===== config.mk =====
export PLATFORM = sky130hd
export DESIGN_NAME = dpec_div
export DESIGN_NICKNAME = d
export VERILOG_FILES = /design/src/disc_pair_elastic_collision_assert.svh /design/src/dpec_div.sv
export SDC_FILE = /design/constraint.sdc
export NUM_CORES = 2
export LEC_CHECK = 0
export BUFFER_PORTS_ARGS = -buffer_cell sky130_fd_sc_hd__buf_2
export CORE_ASPECT_RATIO = 1.2
export CORE_UTILIZATION = 45
export CTS_CLUSTER_DIAMETER = 50
export DETAILED_ROUTE_END_ITERATION = 7
export GPL_TIMING_DRIVEN = 0
export SYNTH_ARGS = -nofsm -noshare
export SYNTH_HDL_FRONTEND = slang
export SYNTH_SLANG_ARGS = --single-unit

===== constraint.sdc =====
create_clock -name clk -period 5.9 [get_ports clk]
set_input_delay 1.18 -clock clk [delete_from_list [all_inputs] [get_ports clk]]
set_output_delay 1.18 -clock clk [all_outputs]
set_load 0.01 [all_outputs]

===== src/disc_pair_elastic_collision_assert.svh =====
// Assertion helpers shared by the collision datapath.
`ifndef DISC_PAIR_ELASTIC_COLLISION_ASSERT_SVH
`define DISC_PAIR_ELASTIC_COLLISION_ASSERT_SVH

// Plain clocked property, disabled while reset is asserted.
`define DPEC_ASSERT(label, clk, rst_n, prop, msg) \
	label: assert property (@(posedge clk) disable iff (!rst_n) prop) \
		else $error(msg);

// Implication form: antecedent, then consequent.
`define DPEC_IMPLY(label, clk, rst_n, ante, cons, msg) \
	`DPEC_ASSERT(label, clk, rst_n, (ante) |-> cons, msg)

`endif


===== src/dpec_div.sv =====
`timescale 1ns / 1ps
`default_nettype none

// Pipelined restoring divider, one quotient bit per stage, rounds to nearest.
module dpec_div #(
	parameter int NUM_W = 49,
	parameter int DEN_W = 25,
	parameter int QUO_W = 26
) (
	input  logic                    clk,
	input  logic                    num_neg,
	input  logic [NUM_W-1:0]        num_mag,
	input  logic [DEN_W-1:0]        den,
	output logic signed [QUO_W:0]   quo
);

	localparam int REM_W = (NUM_W > DEN_W + QUO_W) ? NUM_W : DEN_W + QUO_W;

	logic [REM_W-1:0] rem_s [0:QUO_W-1];
	logic [DEN_W-1:0] den_s [0:QUO_W-1];
	logic [QUO_W-1:0] quo_s [0:QUO_W];
	logic             neg_s [0:QUO_W];

	// stage 0: add half divisor for rounding
	always_ff @(posedge clk) begin
		rem_s[0] <= REM_W'(num_mag) + REM_W'(den >> 1);
		den_s[0] <= den;
		quo_s[0] <= '0;
		neg_s[0] <= num_neg;
	end

	for (genvar i = 1; i <= QUO_W; i++) begin : g_stage
		localparam int K = QUO_W - i;
		logic [REM_W-1:0] dsh;
		logic             ge;

		assign dsh = REM_W'(den_s[i-1]) << K;
		assign ge  = rem_s[i-1] >= dsh;

		always_ff @(posedge clk) begin
			quo_s[i] <= quo_s[i-1] | (ge ? (QUO_W'(1) << K) : '0);
			neg_s[i] <= neg_s[i-1];
		end

		if (i < QUO_W) begin : g_carry
			always_ff @(posedge clk) begin
				rem_s[i] <= ge ? rem_s[i-1] - dsh : rem_s[i-1];
				den_s[i] <= den_s[i-1];
			end
		end
	end

	assign quo = neg_s[QUO_W] ? -$signed({1'b0, quo_s[QUO_W]})
	                          : $signed({1'b0, quo_s[QUO_W]});

endmodule

`default_nettype wire


-- Word-level counts from Yosys, hierarchy flattened
Memory sizes are Yosys's and may differ from the RTL's.
Index checks and enable logic that the tools add are counted.
- add/subtract/negate cells: 27
- order comparisons: 26
- mux-type cells: 52
- bitwise logic cells: 26
- operator list (operator ; number):
    two-way mux 51 bit ; 25
    OR 26 bit ; 6
    greater-or-equal comparator 51 x 25 -> 1 bit ; 1
    greater-or-equal comparator 51 x 26 -> 1 bit ; 1
    greater-or-equal comparator 51 x 27 -> 1 bit ; 1
    greater-or-equal comparator 51 x 28 -> 1 bit ; 1
    greater-or-equal comparator 51 x 29 -> 1 bit ; 1
    greater-or-equal comparator 51 x 30 -> 1 bit ; 1
    greater-or-equal comparator 51 x 31 -> 1 bit ; 1
    greater-or-equal comparator 51 x 32 -> 1 bit ; 1
    greater-or-equal comparator 51 x 33 -> 1 bit ; 1
    greater-or-equal comparator 51 x 34 -> 1 bit ; 1
    greater-or-equal comparator 51 x 35 -> 1 bit ; 1
    greater-or-equal comparator 51 x 36 -> 1 bit ; 1
    greater-or-equal comparator 51 x 37 -> 1 bit ; 1
    greater-or-equal comparator 51 x 38 -> 1 bit ; 1
    greater-or-equal comparator 51 x 39 -> 1 bit ; 1
    greater-or-equal comparator 51 x 40 -> 1 bit ; 1
    greater-or-equal comparator 51 x 41 -> 1 bit ; 1
    greater-or-equal comparator 51 x 42 -> 1 bit ; 1
    greater-or-equal comparator 51 x 43 -> 1 bit ; 1
    greater-or-equal comparator 51 x 44 -> 1 bit ; 1
    greater-or-equal comparator 51 x 45 -> 1 bit ; 1
    greater-or-equal comparator 51 x 46 -> 1 bit ; 1
    other kinds (78) ; 78
- bits in registers: 0
- memory bits (writable): 2705
- bits of input ports: 76
- output and inout bits: 27
- memories kept: 4
- memory list (name ; depth ; width ; rd ports ; clocked after memory_dff ; write ports ; RTL line ; text):
    rem_s ; 26 ; 51 ; 26 ; 0 ; 26 ; dpec_div.sv:19 ; logic [REM_W-1:0] rem_s [0:QUO_W-1];
    quo_s ; 27 ; 26 ; 27 ; 0 ; 27 ; dpec_div.sv:21 ; logic [QUO_W-1:0] quo_s [0:QUO_W];
    den_s ; 26 ; 25 ; 26 ; 0 ; 26 ; dpec_div.sv:20 ; logic [DEN_W-1:0] den_s [0:QUO_W-1];
    neg_s ; 27 ; 1 ; 27 ; 0 ; 27 ; dpec_div.sv:22 ; logic neg_s [0:QUO_W];

-- Longest topological paths before layout
An unclocked memory read counts as a cell.
- depth after elaboration: 4
- gate-level depth with buffers: 15
- gate-level depth less buffers: 14

-- Worst setup path before layout
OpenSTA, ideal clock, no wires.
- path type: flip-flop to output port
- start point: memory quo_s[26][5] (netlist: quo_s[6][57])
- end point: output port quo[22]
- arrival: 2872 ps
- data required time: 4720 ps
- setup slack: 1848 ps
- stages on the path, launching flop included: 8
- cells stage by stage: dfxtp_1 or4_4 or4_4 or3_4 or3_4 or4_4 o41ai_4 xnor2_1
- RTL lines (element ; RTL line ; text):
    start, declared ; dpec_div.sv:21 ;
    end, declared ; dpec_div.sv:14 ; output logic signed [QUO_W:0] quo

==> flow_summary_export.csv <==
group,metric,value,unit
setup_path,crit_fanout,4,
synthesis,ys_types,92,
synthesis,synth_top_area_cell,"dfxtp_1",
global_routing,first_global_vias,75077,
global_routing,grt_pass1_wl,448,mm
sta,fin_worst_skew,0.0589,ns
sta,finalCriticalPeriod,5.31,ns
pwr,p_sw,0.0262,W
clock_tree,clock_path_buffers,4,
pwr,power.internal,0.0413,W
synthesis,synth_area_per_cell,9.41,µm²
clock_tree,cts_sinks,2353,
cells_and_area,nets,11644,
die,rows,188,
synthesis,yosysMostFrequentCell,"dfxtp_1",
die,io_pins,103,
placed_design,place_congestion,0.952,
setup_path,slowest_delay,0.57,ns
sta,tightest_slew,1.42,ns
synthesis,synth_seq_cells,2353,
synthesis,synth_top_area_share,47.6,%
routing,vias,75712,
setup_path,crit_buf_inv,1,
die,die_w,430,µm
global_routing,gr-usage-all-layers,26.2,%
synthesis,ys_dominant_reg_cell,"dfxtp_1",
synthesis,synth_enable_flop_cells,0,
routing,drtPass1Iterations,6,
run_status,status,"finished clean",
synthesis,synth_seq_area_share,47.6,%
die,core,0.219,mm²
pwr,peakVddDrop,0.000299,V
sta,hold_viol_final,0,
global_routing,grt_max_degree,21,
clock_tree,clk_latency,0.92,ns
sta,setup_ws,0.587,ns
routing,first_iter_violations,4831,
placed_design,pre_cts_slack,0.766,ns
clock_tree,cts_hold_buf,0,
hold_path,holdCritPathClass,"flip-flop to flip-flop",
global_routing,overflow,0,
routing,wl_per_cell,21.4,µm
pwr,sequentialPowerShare,36.7,%
run,cap_violations,0,
die,initial_core_util,45.3,%
clock_tree,numCtsBuffers,247,
setup_path,critPathTopFamily,"simple AND/OR/NAND/NOR gates",
pwr,comb_power_share,39.4,%
pwr,clkPwrFrac,23.9,%
setup_path,path_common_cell,"or4_4",
routing,wl,299,mm
synthesis,netlist_area,0.0990,mm²
sta,fmax,0.188,GHz
sta,slew_violations,0,
setup_path,crit_type,"flip-flop to primary output",
pwr,power_density,604,mW/mm²
pwr,swShare,38.8,%
routing,ant_nets,0,
placed_design,post_dp_cell_area,0.103,mm²
routing,viasPerCell,5.43,
routing,drc,0,
sta,period_share,90.1,%
setup_path,slowest_stage,"or4_4",
clock_tree,path_clk_slew,0.06,ns
clock_tree,post_cts_buffers,0,
cells_and_area,fin_area,0.112,mm²
setup_path,path_cells,"or4_4 -> or4_4 -> or3_4 -> or3_4 -> or4_4 -> o41ai_4 -> xnor2_1 -> buf_2",
cells_and_area,drive_above_1_share,6.69,%
synthesis,synth_nets,11293,
placed_design,io_buffer_count,102,
sta,tns,0,ns
clock_tree,cts_resized,0,
clock_tree,h-tree-depth,4,
clock_tree,root_buffer,"clkbuf_16",
die,die_h,516,µm
setup_path,setup.worst_path.end_class,"primary output",
sta,rsz0062_at_grt,"false",
synthesis,yosys-top-cells-count,"dfxtp_1, inv_1, a21oi_1",
die,dieArea,0.222,mm²
synthesis,ys.warnings.count,0,
synthesis,async_reset_ff_share,0,%
pwr,p_leak,48.6,nW
clock_tree,tritoncts,"done",
cells_and_area,fillers,20147,
cells_and_area,syn2layout_area_growth,12.9,%
setup_path,cp.required,4.72,ns
sta,setup_viol,0,
synthesis,synth_cells,10516,
sta,relSlewSlack,4.60,%
global_routing,antenna_found_initial,22,
synthesis,ys_top_cells_by_area,"dfxtp_1, ha_1, xnor2_1",
setup_path,worst_setup_path_start_kind,"flip-flop",
setup_path,arrival,4.13,ns
placed_design,dpl.hpwl,242,mm
==> power by group through the flow <==
stage	Combinational [W]	Sequential, W	Clock [W]
finish	0.0266	0.0247	0.0161
global route	0.0295	0.0251	0.0172
CTS	0.0265	0.0247	0.0165
detailed placement	0.0263	0.0250	0
global placement	0.0262	0.0250	0
floorplan	0.0198	0.0229	0
==> cell families after synthesis <==
kind of cell             Yosys count  share of synthesized area, %
flip-flops                      2353                          47.6
adder cells (fa/ha/maj)          701                          9.06
multiplexers                     123                          1.39
XOR/XNOR                         885                          7.83
AND/OR/NAND/NOR                 2875                          14.3
buffers and inverters           1107                          4.22
AO/OA/AOI/OAI                   2472                          15.6
==> layer usage <==
metal	track usage (%)	vias to the layer above	part of all wire [%]	routed length, µm
met5	0	-	0.0044	13
met4	14.4	2	5.7	17100
met3	2.68	659	3.5	10600
met2	49.6	1907	52	156000
met1	28.3	35736	39	115000
li1	-	37408	-	-
==> worst register-to-register path, delay by kind of cell (launching register included) <==
| family | cells | cell delay (ns) |
|---|---|---|
| simple gates | 6 | 1.95 |
| buf+inv | 4 | 1.83 |
| flops | 1 | 0.49 |
| fa+ha+maj | 1 | 0.28 |
| compound gates | 1 | 0.28 |
==> path summary, 6_finish.rpt <==
kind / startpoint / cells after the start / slack [ns] / endpoint
max: quo_s[6][57] / 8 / 0.59 / quo[22]
min: quo_s[2][71] / 0 / 0.27 / quo_s[2][97]
max reg2reg: den_s[1][96] / 12 / 0.90 / rem_s[1][228]
min reg2reg: quo_s[2][71] / 0 / 0.27 / quo_s[2][97]
==> state kept, by name (all words and copies together), names as in the netlist <==
register and count:
rem_s 1325, den_s 650, quo_s 351, neg_s 27
==> cell usage in the layout, fill, tap and decap left out, types with 29 or more instances in the layout <==
master        n
and2_1       35
mux2_2      118
nand2_1     750
o21ai_0     574
bufinv_16    32
a31oi_1      88
a21oi_1     823
buf_2       115
clkbuf_8     29
clkbuf_1    263
o31a_1       30
nor2b_1      84
o31ai_1      68
a21o_1      290
nand3_1     204
nor4_1      179
or3_1        69
or4_1        56
nand2b_1    109
diode_2      34
and3_1       98
nand4b_1     32
nor3_1      194
ha_1        675
nand4_1     156
o21a_1      112
o211ai_1     56
a211oi_1     65
dfxtp_1    2353
inv_1       842
xor2_1      372
or2_2        40
clkbuf_16   250
nor2_1      747
xnor2_1     513
o21bai_1     81
==> metrics by stage <==
stage	util, %	instances	hold WS [ns]	total power [W]
finish	51.1	13950	0.272	0.0675
global route	51.1	13943	0.281	0.0717
CTS	51.1	13916	0.271	0.0677
detailed placement	47.2	13468	0.312	0.0513
global placement	47.2	13468	0.310	0.0512
floorplan	-	10516	0.310	0.0427
==> area by class of cell <==
type / instances / area, µm² / area share [%]
multi-input cells: 7056 / 47700 / 42.7
flip-flops and latches: 2353 / 47100 / 42.2
clock buffers: 318 / 6800 / 6.09
well taps: 2850 / 3570 / 3.19
inverters: 846 / 3180 / 2.84
clock inverters: 130 / 1810 / 1.62
plain buffers: 261 / 1000 / 0.896
repair buffers: 102 / 510 / 0.457
diodes: 34 / 85.1 / 0.0761
(Power assumes the default switching activity.)
